**config.mk**
```make
export PLATFORM = sky130hd
export DESIGN_NAME = pulse_interval_dice_roller_flat
export DESIGN_NICKNAME = d
export VERILOG_FILES = /design/src/hdl/pidr_pkg.sv /design/src/hdl/pidr_if.sv /design/src/hdl/pidr_front.sv /design/src/hdl/pidr_queue.sv /design/src/hdl/pidr_back.sv /design/src/hdl/pulse_interval_dice_roller.sv /design/src/flat_wrapper.sv
export SDC_FILE = /design/constraint.sdc
export NUM_CORES = 1
export LEC_CHECK = 0
export ABC_CLOCK_PERIOD_IN_PS = 5700
export BUFFER_PORTS_ARGS = -buffer_cell sky130_fd_sc_hd__buf_2
export CORE_MARGIN = 2
export CORE_UTILIZATION = 56
export CTS_BUF_LIST = sky130_fd_sc_hd__clkbuf_16
export DETAILED_ROUTE_END_ITERATION = 16
export PLACE_DENSITY_LB_ADDON = 0.15
export SLEW_MARGIN = 20
export SYNTH_ARGS = -nofsm -noshare
export SYNTH_HDL_FRONTEND = slang
export SYNTH_SLANG_ARGS = --single-unit
export TNS_END_PERCENT = 5
```
**constraint.sdc**
```tcl
create_clock -name clk -period 5.7 [get_ports clk]
set_input_delay 0.285 -clock clk [delete_from_list [all_inputs] [get_ports clk]]
set_output_delay 0.285 -clock clk [all_outputs]
set_load 0.02 [all_outputs]
```
**src/hdl/pidr_pkg.sv**
```systemverilog
// Shared types and constants for the pulse interval dice roller.
// No dependencies; every other file of the block depends on this package.
`default_nettype none

package pidr_pkg;

  localparam int EDGE_TIME_W  = 32;
  localparam int DIE_SIZE_W   = 16;
  localparam int DIE_COUNT_W  = 7;
  localparam int ROLL_VALUE_W = 16;
  localparam int STATUS_W     = 2;

  localparam logic OP_EDGE = 1'b0;
  localparam logic OP_ROLL = 1'b1;

  localparam logic [STATUS_W-1:0] STATUS_ROLL    = 2'd0;
  localparam logic [STATUS_W-1:0] STATUS_REFUSED = 2'd1;
  localparam logic [STATUS_W-1:0] STATUS_EMPTY   = 2'd2;

  localparam int QUEUE_DEPTH = 4;
  localparam int QUEUE_AW    = $clog2(QUEUE_DEPTH);

  // One queued job for the back end: a single result, or a burst of
  // ones for a die of size one.
  typedef struct packed {
    logic                    burst;
    logic [DIE_COUNT_W-1:0]  count;
    logic [STATUS_W-1:0]     status;
    logic [ROLL_VALUE_W-1:0] value;
    logic                    last;
  } job_t;

  typedef struct packed {
    logic full;
    logic empty;
  } q_status_t;

endpackage

`default_nettype wire

```
**src/hdl/pidr_if.sv**
```systemverilog
// Valid/ready channel interfaces for request words and result words.
// Depends on pidr_pkg for the field widths.
`default_nettype none

interface pidr_in_if;
  logic                               valid;
  logic                               ready;
  logic                               op;
  logic [pidr_pkg::EDGE_TIME_W-1:0]   edge_time;
  logic [pidr_pkg::DIE_SIZE_W-1:0]    die_size;
  logic [pidr_pkg::DIE_COUNT_W-1:0]   die_count;

  modport source (output valid, op, edge_time, die_size, die_count, input ready);
  modport sink (input valid, op, edge_time, die_size, die_count, output ready);
endinterface

interface pidr_out_if;
  logic                               valid;
  logic                               ready;
  logic [pidr_pkg::STATUS_W-1:0]      status;
  logic [pidr_pkg::ROLL_VALUE_W-1:0]  roll_value;
  logic                               last;

  modport source (output valid, status, roll_value, last, input ready);
  modport sink (input valid, status, roll_value, last, output ready);
endinterface

`default_nettype wire

```
**src/hdl/pidr_front.sv**
```systemverilog
// Front end: accepts request and edge words, tracks the bit extraction
// state and pushes result jobs into the queue. Depends on pidr_pkg, pidr_if.
`default_nettype none

module pidr_front #(
  parameter int MAX_DICE  = 64,
  parameter int SIZE_BITS = 16,
  parameter int TIME_BITS = 32
) (
  input  wire logic                clk,
  input  wire logic                rst,
  pidr_in_if.sink                  item,
  input  wire pidr_pkg::q_status_t q_stat,
  output      logic                push,
  output      pidr_pkg::job_t      push_job
);
  import pidr_pkg::*;

  localparam int NW = $clog2(SIZE_BITS + 1);

  logic                   busy, busy_next;
  logic                   sync_pending, sync_pending_next;
  logic                   edge_phase, edge_phase_next;
  logic                   have_first, have_first_next;
  logic [TIME_BITS-1:0]   pair_start, pair_start_next;
  logic [TIME_BITS-1:0]   first_interval, first_interval_next;
  logic [SIZE_BITS-1:0]   accumulator, accumulator_next;
  logic [NW-1:0]          collected, collected_next;
  logic [NW-1:0]          needed, needed_next;
  logic [SIZE_BITS-1:0]   active_size, active_size_next;
  logic [DIE_COUNT_W-1:0] remaining, remaining_next;

  logic                   accept;
  logic [TIME_BITS-1:0]   t;
  logic [TIME_BITS-1:0]   interval;
  logic [SIZE_BITS-1:0]   size;
  logic [DIE_COUNT_W-1:0] count;
  logic [SIZE_BITS-1:0]   acc_shift;
  logic [NW-1:0]          coll_inc;
  logic [DIE_COUNT_W-1:0] rem_dec;

  function automatic logic [NW-1:0] width_for(input logic [SIZE_BITS-1:0] s);
    logic [SIZE_BITS-1:0] sm1;
    logic [NW-1:0]        n;
    sm1 = s - SIZE_BITS'(1);
    n = '0;
    for (int i = 0; i < SIZE_BITS; i++) begin
      if (sm1[i]) begin
        n = NW'(i + 1);
      end
    end
    return n;
  endfunction

  assign item.ready = !q_stat.full;
  assign accept     = item.valid && item.ready;
  assign t          = item.edge_time[TIME_BITS-1:0];
  assign size       = item.die_size[SIZE_BITS-1:0];
  assign count      = (item.die_count > DIE_COUNT_W'(MAX_DICE)) ?
                      DIE_COUNT_W'(MAX_DICE) : item.die_count;
  assign interval   = t - pair_start;
  assign acc_shift  = {accumulator[SIZE_BITS-2:0], (first_interval < interval)};
  assign coll_inc   = collected + NW'(1);
  assign rem_dec    = remaining - DIE_COUNT_W'(1);

  always_comb begin
    busy_next           = busy;
    sync_pending_next   = sync_pending;
    edge_phase_next     = edge_phase;
    have_first_next     = have_first;
    pair_start_next     = pair_start;
    first_interval_next = first_interval;
    accumulator_next    = accumulator;
    collected_next      = collected;
    needed_next         = needed;
    active_size_next    = active_size;
    remaining_next      = remaining;
    push                = 1'b0;
    push_job            = '{burst: 1'b0, count: '0, status: STATUS_ROLL,
                            value: '0, last: 1'b1};
    if (accept) begin
      if (item.op == OP_ROLL) begin
        if (busy) begin
          push            = 1'b1;
          push_job.status = STATUS_REFUSED;
        end else if (count == '0 || size == '0) begin
          push            = 1'b1;
          push_job.status = STATUS_EMPTY;
        end else if (size == SIZE_BITS'(1)) begin
          push           = 1'b1;
          push_job.burst = 1'b1;
          push_job.count = count;
          push_job.value = ROLL_VALUE_W'(1);
        end else begin
          busy_next         = 1'b1;
          sync_pending_next = 1'b1;
          edge_phase_next   = 1'b0;
          have_first_next   = 1'b0;
          accumulator_next  = '0;
          collected_next    = '0;
          needed_next       = width_for(size);
          active_size_next  = size;
          remaining_next    = count;
        end
      end else if (busy) begin
        if (sync_pending) begin
          sync_pending_next = 1'b0;
        end else if (!edge_phase) begin
          pair_start_next = t;
          edge_phase_next = 1'b1;
        end else begin
          edge_phase_next = 1'b0;
          if (!have_first) begin
            first_interval_next = interval;
            have_first_next     = 1'b1;
          end else begin
            have_first_next = 1'b0;
            if (first_interval != interval) begin
              if (coll_inc >= needed) begin
                accumulator_next = '0;
                collected_next   = '0;
                if (acc_shift < active_size) begin
                  remaining_next = rem_dec;
                  busy_next      = (rem_dec != '0);
                  push           = 1'b1;
                  push_job.value = ROLL_VALUE_W'(acc_shift) + ROLL_VALUE_W'(1);
                  push_job.last  = (rem_dec == '0);
                end
              end else begin
                accumulator_next = acc_shift;
                collected_next   = coll_inc;
              end
            end
          end
        end
      end
    end
  end

  always_ff @(posedge clk) begin
    if (rst) begin
      busy         <= 1'b0;
      sync_pending <= 1'b0;
      edge_phase   <= 1'b0;
      have_first   <= 1'b0;
      collected    <= '0;
      remaining    <= '0;
    end else begin
      busy         <= busy_next;
      sync_pending <= sync_pending_next;
      edge_phase   <= edge_phase_next;
      have_first   <= have_first_next;
      collected    <= collected_next;
      remaining    <= remaining_next;
    end
    pair_start     <= pair_start_next;
    first_interval <= first_interval_next;
    accumulator    <= accumulator_next;
    needed         <= needed_next;
    active_size    <= active_size_next;
  end

endmodule

`default_nettype wire

```
**src/hdl/pidr_queue.sv**
```systemverilog
// Short job queue between the front end and the back end.
// Depends on pidr_pkg for the job type and depth.
`default_nettype none

module pidr_queue (
  input  wire logic                clk,
  input  wire logic                rst,
  input  wire logic                push,
  input  wire pidr_pkg::job_t      push_job,
  input  wire logic                pop,
  output      pidr_pkg::job_t      head,
  output      pidr_pkg::q_status_t q_stat
);
  import pidr_pkg::*;

  job_t                mem [QUEUE_DEPTH];
  logic [QUEUE_AW-1:0] wr_ptr;
  logic [QUEUE_AW-1:0] rd_ptr;
  logic [QUEUE_AW:0]   fill;

  assign head         = mem[rd_ptr];
  assign q_stat.full  = (fill == (QUEUE_AW + 1)'(QUEUE_DEPTH));
  assign q_stat.empty = (fill == '0);

  always_ff @(posedge clk) begin
    if (rst) begin
      wr_ptr <= '0;
      rd_ptr <= '0;
      fill   <= '0;
    end else begin
      if (push) begin
        wr_ptr <= wr_ptr + QUEUE_AW'(1);
      end
      if (pop) begin
        rd_ptr <= rd_ptr + QUEUE_AW'(1);
      end
      if (push && !pop) begin
        fill <= fill + (QUEUE_AW + 1)'(1);
      end else if (pop && !push) begin
        fill <= fill - (QUEUE_AW + 1)'(1);
      end
    end
    if (push) begin
      mem[wr_ptr] <= push_job;
    end
  end

endmodule

`default_nettype wire

```
**src/hdl/pidr_back.sv**
```systemverilog
// Back end: expands queued jobs into result words and holds the output register.
// Depends on pidr_pkg and pidr_if.
`default_nettype none

module pidr_back (
  input  wire logic                clk,
  input  wire logic                rst,
  input  wire pidr_pkg::job_t      head,
  input  wire pidr_pkg::q_status_t q_stat,
  output      logic                pop,
  pidr_out_if.source               result
);
  import pidr_pkg::*;

  logic [DIE_COUNT_W-1:0] burst_idx;
  logic                   emit;
  logic                   burst_end;

  assign emit      = !q_stat.empty && (!result.valid || result.ready);
  assign burst_end = (burst_idx + DIE_COUNT_W'(1)) == head.count;
  assign pop       = emit && (!head.burst || burst_end);

  always_ff @(posedge clk) begin
    if (rst) begin
      result.valid <= 1'b0;
      burst_idx    <= '0;
    end else begin
      if (emit) begin
        result.valid <= 1'b1;
        if (head.burst) begin
          burst_idx <= burst_end ? '0 : burst_idx + DIE_COUNT_W'(1);
        end
      end else if (result.ready) begin
        result.valid <= 1'b0;
      end
    end
    if (emit) begin
      result.status     <= head.status;
      result.roll_value <= head.value;
      result.last       <= head.burst ? burst_end : head.last;
    end
  end

endmodule

`default_nettype wire

```
**src/hdl/pulse_interval_dice_roller.sv**
```systemverilog
// Top level: one word is accepted per cycle while the job queue has room;
// a result job enters the queue at the edge that accepts its word.
// Results leave one per cycle while the output is ready; so do size-one dice.
// The output register and the four-entry job queue set these figures.
// Synchronous active-high reset empties the queue and clears the roll state.
`default_nettype none

module pulse_interval_dice_roller #(
  parameter int MAX_DICE  = 64,
  parameter int SIZE_BITS = 16,
  parameter int TIME_BITS = 32
) (
  input wire logic   clk,
  input wire logic   rst,
  pidr_in_if.sink    item,
  pidr_out_if.source result
);
  import pidr_pkg::*;

  logic      push;
  logic      pop;
  job_t      push_job;
  job_t      head;
  q_status_t q_stat;

  pidr_front #(
    .MAX_DICE  (MAX_DICE),
    .SIZE_BITS (SIZE_BITS),
    .TIME_BITS (TIME_BITS)
  ) u_front (
    .clk      (clk),
    .rst      (rst),
    .item     (item),
    .q_stat   (q_stat),
    .push     (push),
    .push_job (push_job)
  );

  pidr_queue u_queue (
    .clk      (clk),
    .rst      (rst),
    .push     (push),
    .push_job (push_job),
    .pop      (pop),
    .head     (head),
    .q_stat   (q_stat)
  );

  pidr_back u_back (
    .clk    (clk),
    .rst    (rst),
    .head   (head),
    .q_stat (q_stat),
    .pop    (pop),
    .result (result)
  );

`ifndef ASSERT_OFF
  a_reset_clears_out: assert property (@(posedge clk) rst |=> !result.valid)
    else $error("output valid after reset");
  a_special_fields: assert property (@(posedge clk) disable iff (rst)
    (result.valid && result.status != STATUS_ROLL) |->
    (result.roll_value == '0 && result.last))
    else $error("refused or empty result with bad fields");
  a_roll_nonzero: assert property (@(posedge clk) disable iff (rst)
    (result.valid && result.status == STATUS_ROLL) |-> result.roll_value != '0)
    else $error("die result of zero");
  a_no_push_when_full: assert property (@(posedge clk) disable iff (rst)
    q_stat.full |-> !push)
    else $error("job pushed into full queue");
`endif

endmodule

`default_nettype wire
```
**src/flat_wrapper.sv**
```systemverilog
// flat-port wrapper written by rule: the top's interface ports become plain ports
module pulse_interval_dice_roller_flat import pidr_pkg::*;
#(
  parameter int MAX_DICE  = 64,
  parameter int SIZE_BITS = 16,
  parameter int TIME_BITS = 32
)
  (clk, rst, item_valid, item_op, item_edge_time, item_die_size, item_die_count, item_ready, result_valid, result_status, result_roll_value, result_last, result_ready);
  pidr_in_if item_i ();
  pidr_out_if result_i ();
  input wire logic clk;
  input wire logic rst;
  input wire logic [$bits(item_i.valid)-1:0] item_valid;
  input wire logic [$bits(item_i.op)-1:0] item_op;
  input wire logic [$bits(item_i.edge_time)-1:0] item_edge_time;
  input wire logic [$bits(item_i.die_size)-1:0] item_die_size;
  input wire logic [$bits(item_i.die_count)-1:0] item_die_count;
  output wire logic [$bits(item_i.ready)-1:0] item_ready;
  output wire logic [$bits(result_i.valid)-1:0] result_valid;
  output wire logic [$bits(result_i.status)-1:0] result_status;
  output wire logic [$bits(result_i.roll_value)-1:0] result_roll_value;
  output wire logic [$bits(result_i.last)-1:0] result_last;
  input wire logic [$bits(result_i.ready)-1:0] result_ready;
  assign item_i.valid = item_valid;
  assign item_i.op = item_op;
  assign item_i.edge_time = item_edge_time;
  assign item_i.die_size = item_die_size;
  assign item_i.die_count = item_die_count;
  assign item_ready = item_i.ready;
  assign result_valid = result_i.valid;
  assign result_status = result_i.status;
  assign result_roll_value = result_i.roll_value;
  assign result_last = result_i.last;
  assign result_i.ready = result_ready;
  pulse_interval_dice_roller #(.MAX_DICE(MAX_DICE), .SIZE_BITS(SIZE_BITS), .TIME_BITS(TIME_BITS)) u_core (.clk(clk), .rst(rst), .item(item_i), .result(result_i));
endmodule
```
## Yosys cells after proc, flatten, opt, wreduce, memory -nomap -nowiden

Memories as Yosys holds them, arrays and structs flattened. A register that Yosys moved wholly into a read port is not among the register bits.
Index checks and enable logic that the tools add are counted.

| word-level totals | value |
|---|---|
| register bits after elaboration | 150 |
| bits in latches | 0 |
| RAM bits | 108 |
| bits in read-only memories | 0 |
| bits of input ports | 60 |
| output and inout port bits | 21 |
| memories kept | 1 |

Memory list:

| name | depth | bits a word | read ports | clocked after Yosys merged registers in | wr ports | line | text |
|---|---|---|---|---|---|---|---|
| u_core.u_queue.mem | 4 | 27 | 1 | 1 | 1 | pidr_queue.sv:16 | `job_t mem [QUEUE_DEPTH];` |

| operators by class | value |
|---|---|
| $add $sub $neg | 10 |
| multiply operators | 0 |
| divide/modulo/power cells | 0 |
| $lt $le $gt $ge | 4 |
| equality and inequality tests | 8 |
| shift-type cells | 0 |
| mux-type cells | 116 |
| bitwise operators | 7 |
| reductions and logical operators | 36 |

Operator list:

| cell | count |
|---|---|
| 15-bit two-way mux | 10 |
| 5-bit two-way mux | 24 |
| 17-bit two-way mux | 7 |
| 7-bit two-way mux | 13 |
| 1-bit two-way mux | 49 |
| 32-bit less-than comparator | 1 |
| 16-bit two-way mux | 2 |
| 32-bit != test | 1 |
| 32-bit subtractor | 1 |
| 27-bit two-way mux | 1 |
| 8-bit two-way mux | 3 |
| 16-bit by 1-bit adder with 16-bit output (second input constant) | 1 |
| 16-bit by 1-bit equality test with 1-bit output (second input constant) | 1 |
| 16-bit zero test | 1 |
| 16-bit less-than comparator | 1 |
| 2-bit nonzero test | 8 |
| 16-bit by 1-bit subtractor with 16-bit output (second input constant) | 1 |
| 5-bit AND reduction | 3 |
| 7-bit zero test | 2 |
| 6-bit AND reduction | 2 |
| 11-bit AND reduction | 1 |
| 10-bit two-way mux | 1 |
| 9-bit AND reduction | 1 |
| 2-bit two-way mux | 4 |
| 20 further kinds | 42 |

## Logic depth before layout (Yosys ltp)

| depth | value |
|---|---|
| word-level depth | 16 |
| depth in mapped cells | 28 |
| gate-level depth less buffers | 28 |

## By module

A second synthesis with hierarchy kept.

| unflattened totals | value |
|---|---|
| cells, all modules | 1135 |
| area, all modules | 13854.5 um2 |

By module, submodules not included:

| module | times used | cells an instance | area an instance (um2) | seq. area each (um2) |
|---|---|---|---|---|
| pidr_front | 1 | 849 | 8269.2 | 3323.2 |
| pidr_queue | 1 | 185 | 4372.9 | 3423.3 |
| pidr_back | 1 | 101 | 1212.4 | 730.7 |

## Worst setup path before layout

OpenSTA, ideal clock, no wires.

| timing | value |
|---|---|
| path kind | input to register |
| from | in item_edge_time[0] |
| to | reg u_core.u_queue.fill[2] |
| data arrival time | 5535 ps |
| required time | 5630 ps |
| slack | 95 ps |
| stages on the path | 26 |
| path through | inv_1 ha_1 inv_1 fa_1 a211oi_1 o21ai_0 nand4_1 a311oi_1 o21ai_0 nor2_1 nor3_1 a21o_1 xor2_1 ha_1 and4_1 or3b_1 or2_4 o21a_4 a21o_4 o21ai_1 ha_1 inv_1 fa_1 xor2_1 or3_1 a21oi_1 |

| between the ends | value |
|---|---|
| word-level cells in the longest chain between the ends | 15 |
| elaborated cells on any way between the ends | 18 |
| those cells by class | 1 x add/sub; 2 x order compare; 1 x eq/ne; 10 x mux; 4 x reduce/logical |

Ends and longest elaborated chain:

| item | line | text |
|---|---|---|
| start: declaration | flat_wrapper.sv:15 | `input wire logic [$bits(item_i.edge_time)-1:0] item_edge_time;` |
| 32-bit subtractor * | pidr_front.sv:61 | `assign interval = t - pair_start;` |
| 32-bit less-than comparator * | pidr_front.sv:62 | `assign acc_shift = {accumulator[SIZE_BITS-2:0], (first_interval < interval)};` |
| net u_core.u_front.acc_shift[0] | pidr_front.sv:38 | `logic [SIZE_BITS-1:0] acc_shift;` |
| 16-bit less-than comparator * | pidr_front.sv:122 | `if (acc_shift < active_size) begin` |
| 1-bit two-way mux * | pidr_front.sv:122 |  |
| 1-bit two-way mux * | pidr_front.sv:119 | `if (coll_inc >= needed) begin` |
| 1-bit two-way mux * | pidr_front.sv:118 | `if (first_interval != interval) begin` |
| 1-bit two-way mux * | pidr_front.sv:113 | `if (!have_first) begin` |
| 1-bit two-way mux * | pidr_front.sv:108 | `end else if (!edge_phase) begin` |
| 1-bit two-way mux * | pidr_front.sv:106 | `if (sync_pending) begin` |
| 1-bit two-way mux * | pidr_front.sv:105 | `end else if (busy) begin` |
| 1-bit two-way mux * | pidr_front.sv:82 | `if (item.op == OP_ROLL) begin` |
| 1-bit two-way mux * | pidr_front.sv:81 | `if (accept) begin` |
| net u_core.push | pulse_interval_dice_roller.sv:20 | `logic push;` |
| 1-bit zero test | pidr_queue.sv:39 | `end else if (pop && !push) begin` |
| 1-bit logical AND | pidr_queue.sv:39 |  |
| 2-bit nonzero test (no source line) | - |  |
| end signal: assignment | pidr_queue.sv:38 | `fill <= fill + (QUEUE_AW + 1)'(1);` |
| end signal: assignment | pidr_queue.sv:40 | `fill <= fill - (QUEUE_AW + 1)'(1);` |
| end: declaration | pidr_queue.sv:19 | `logic [QUEUE_AW:0] fill;` |

Mark *: on every way through the listed nets, which the timed path passes. The rest lies on a longest branch.
A chain may end at the register's enable or synchronous reset.

## Final worst setup path

| timing | value |
|---|---|
| from | in item_edge_time[10] |
| to | reg u_core.u_queue.fill[2] |

Same word-level chain as after synthesis.

==> results.cfg <==
[placement]
place.gp.congestion = 0.8560
numPortBuffers = 80
dpl.hpwl_mm = 18.36
post-place-ws_ps = -150.6

[critical_path]
critical-path-top-delay-family = compound AO/OA/AOI/OAI gates
worstPathArrival_ps = 5930
crit_top_cell = a21o_1
cpMaxStageDelayCell = dlygate4sd3_1
cp_slowest_stage_delay_ps = 530
crit_type = in -> reg
end_kind = flip-flop
critical_path_peak_fanout = 5
rrSetupSlack_ps = 250
required_ps = 6160
critical_path_buf_inv_count = 4
startpoint_type = input pin

[yosys]
ys.flop_type = edfxtp_1
synth_warnings = 0
avgSynthCellArea_um2 = 12.05
synth-seq-cells = 260
synth_compound_area_frac = 0.1096
synthXorXnorAreaFrac = 0.04201
synth.cell_area_mm2 = 0.01376
synthesis.nets = 1304
synthCells = 1142
synth_edf_count = 227
synth-simple-area-share = 0.1234
synth_async_sr_flop_share = 0
synth_cell_types = 77
synth.yosys.seq_area_share = 0.5434
synth_top_family_by_area = simple AND/OR/NAND/NOR gates
synth_fa_ha_area_frac = 0.09384
yosys-mux-area-fraction = 0.04801

[clock_tree]
cts_inserted_buffers = 28
clk_path_buf_depth = 3
cts_sinks = 260
clock_latency_ps = 550
cts_tree = built
htree_levels = 1
cts.clk_slew.worst_paths_ps = 60
root_buffer = clkbuf_16

[power]
sequentialPowerShare = 0.451
vdd_drop_max_mv = 0.2248
leakage_nw = 6.393
power_mw = 5.233
p_per_area_mw_per_mm2 = 322.8
intPower_mw = 3.815
p_comb_frac = 0.195
p_sw_mw = 1.418
sw_frac_of_total = 0.2710
p_clk_frac = 0.354

[timing]
worst_slew_margin_rel = 0.3949
hold_viol = 0
fin_skew_ps = 17.38
drv_slew = 0
whs_ps = 15.70
max_slew.worst_pin.slew_ps = 907.7
max_freq_mhz = 182.8
setup_ws_ps = 230.6
rsz0062_at_grt = no
setup_violations = 0
min_period_ps = 5469
fin_crit_sh = 0.9595

[outcome]
status = finished, final reports clean

[grt]
grt_pass1_vias = 8854
antenna_found_initial = 1
grt_pass1_wl_mm = 44.44
grt_start_max_net_pins = 34
grt-ovfl-total = 0
track_usage = 0.2125

[final_layout]
diodes = 0
drive_gt1_frac = 0.1798
nets = 1458
area_growth_pct = 17.82

[routing]
first_iter_violations = 716
firstDrtPassIters = 5
wl_per_cell_um = 16.35
drc_errors = 0
vias = 9155
drt_wl_total_mm = 26.85
drtAntennaViolNets = 0
routed_via_density = 5.576

[die]
placementRows = 57
die_w_um = 160.8
io_pins = 81
initial_core_util = 0.5674
fp.dieH_um = 160.8
dieArea_mm2 = 0.02584
coreArea_mm2 = 0.02425

[job]
cap_violations = 0

[min_path]
hp-class = in -> reg
-- through the flow --
step | std cells | setup TNS (ps) | instance area [um2] | utilization
5_1_grt | 1642 | 0 | 16210 | 0.6686
3_3_place_gp | 1551 | -49.35 | 14740 | 0.6078
3_5_place_dp | 1551 | -150.6 | 14740 | 0.6078
6_report | 1642 | 0 | 16210 | 0.6686
4_1_cts | 1641 | 0 | 16080 | 0.6632
2_1_floorplan | 1142 | 0 | 13760 | -
-- final timing paths --
kind	startpoint	cells after the start	end
worst max-delay path	item_edge_time[10]	25	u_core.u_queue.fill[2]
worst min-delay path	item_die_size[9]	1	u_core.u_front.active_size[9]
worst max register to register	u_core.u_front.pair_start[10]	24	u_core.u_queue.fill[2]
worst min register to register	u_core.u_back.result.valid	2	u_core.u_back.result.valid
-- kinds of logic after synthesis --
family	count (synthesis)
AO/OA/AOI/OAI	228
adder cells (fa/ha/maj)	102
AND/OR/NAND/NOR	316
flip-flops	260
XOR/XNOR	66
buffers and inverters	138
multiplexers	32
-- power by group through the flow --
stage	Combinational (mW)	Clock [mW]	Sequential [mW]
2_1_floorplan	0.662	0	2.43
3_3_place_gp	0.983	0	2.40
3_5_place_dp	0.992	0	2.40
4_1_cts	1.02	1.89	2.36
5_1_grt	1.13	1.96	2.39
6_report	1.02	1.85	2.36
-- layout by cell type (no fill, tap or decap), drive strengths merged, types with 27 or more instances in the layout --
cell	count
a21o	37
a21oi	60
buf	114
clkbuf	28
dfxtp	33
dlygate4sd3	38
edfxtp	227
ha	100
inv	115
mux4	27
nand2	54
nor2	83
nor3	27
o21ai	44
xnor2	38
xor2	28
-- sequential cells by signal (all words and copies together), names as in the netlist, 2 cells and up, named ones only --
register / count
u_core.u_back.burst_idx: 7
u_core.u_queue.fill: 3
u_core.u_back.result.roll_value: 16
u_core.u_front.active_size: 16
u_core.u_front.accumulator: 15
u_core.u_queue.rd_ptr: 2
u_core.u_back.result.status: 2
u_core.u_front.collected: 5
u_core.u_front.first_interval: 32
u_core.u_front.remaining: 7
u_core.u_front.needed: 5
u_core.u_queue.mem: 108
u_core.u_queue.wr_ptr: 2
u_core.u_front.pair_start: 32
-- layout make-up --
type                       instances  area, um2
inverter                         110      412.9
clock inverter                    24      254.0
clock buffer                      28      700.7
sequential                       260       7481
multi-input combinational        744       5872
fill                            1816       8036
timing repair buffer             152       1086
tap                              324      405.4
-- worst reg2reg max path, delay by kind of cell (launching register included) --
kind | cells | cell delay [ps]
AO/OA/AOI/OAI | 12 | 2360
AND/OR/NAND/NOR | 4 | 1140
adder cells (fa/ha/maj) | 4 | 1050
flip-flops | 1 | 370
buffers and inverters | 3 | 260
XOR/XNOR | 1 | 180
-- metal layers --
metal  wire [um]  GRT usage  vias up
met5           7          0        -
met4         591    0.05519        2
met3        1442    0.03125       43
met2       12260     0.3440      245
met1       12550     0.3045     4305
li1            -          -     4560
-- synth_stat cells (4+ instances only) --
library cell / n / area share
ha_1: 100 / 0.091
a31oi_1: 12 / 0.0055
nand3_1: 26 / 0.0095
clkbuf_1: 21 / 0.0057
nor2_1: 73 / 0.020
a21boi_0: 4 / 0.0022
dfxtp_1: 33 / 0.048
nand2b_1: 18 / 0.0082
or3_1: 7 / 0.0032
a21o_1: 36 / 0.020
a211oi_1: 6 / 0.0033
nor2b_1: 8 / 0.0036
o21ai_0: 41 / 0.015
edfxtp_1: 227 / 0.50
xor2_1: 28 / 0.018
o211ai_1: 9 / 0.0049
nor3_1: 27 / 0.0098
and3_1: 15 / 0.0068
nand2_1: 54 / 0.015
mux4_2: 27 / 0.044
nor2_4: 9 / 0.0074
or2_2: 4 / 0.0018
nand4_1: 18 / 0.0082
xnor2_1: 38 / 0.024
a21oi_1: 60 / 0.022
o21a_1: 8 / 0.0044
inv_1: 110 / 0.030
nor4_1: 14 / 0.0064
o31ai_1: 5 / 0.0027
and2_1: 21 / 0.0095
o21bai_1: 5 / 0.0027
-- timing repair --
action	CTS	global route
setup endpoints to repair	1	62
pin swaps	0	15
gates resized for setup	3	28
endpoints found under the hold margin	38	0
hold buffers	38	0
buffers inserted	0	1
Power figures use the tool's default switching activity.
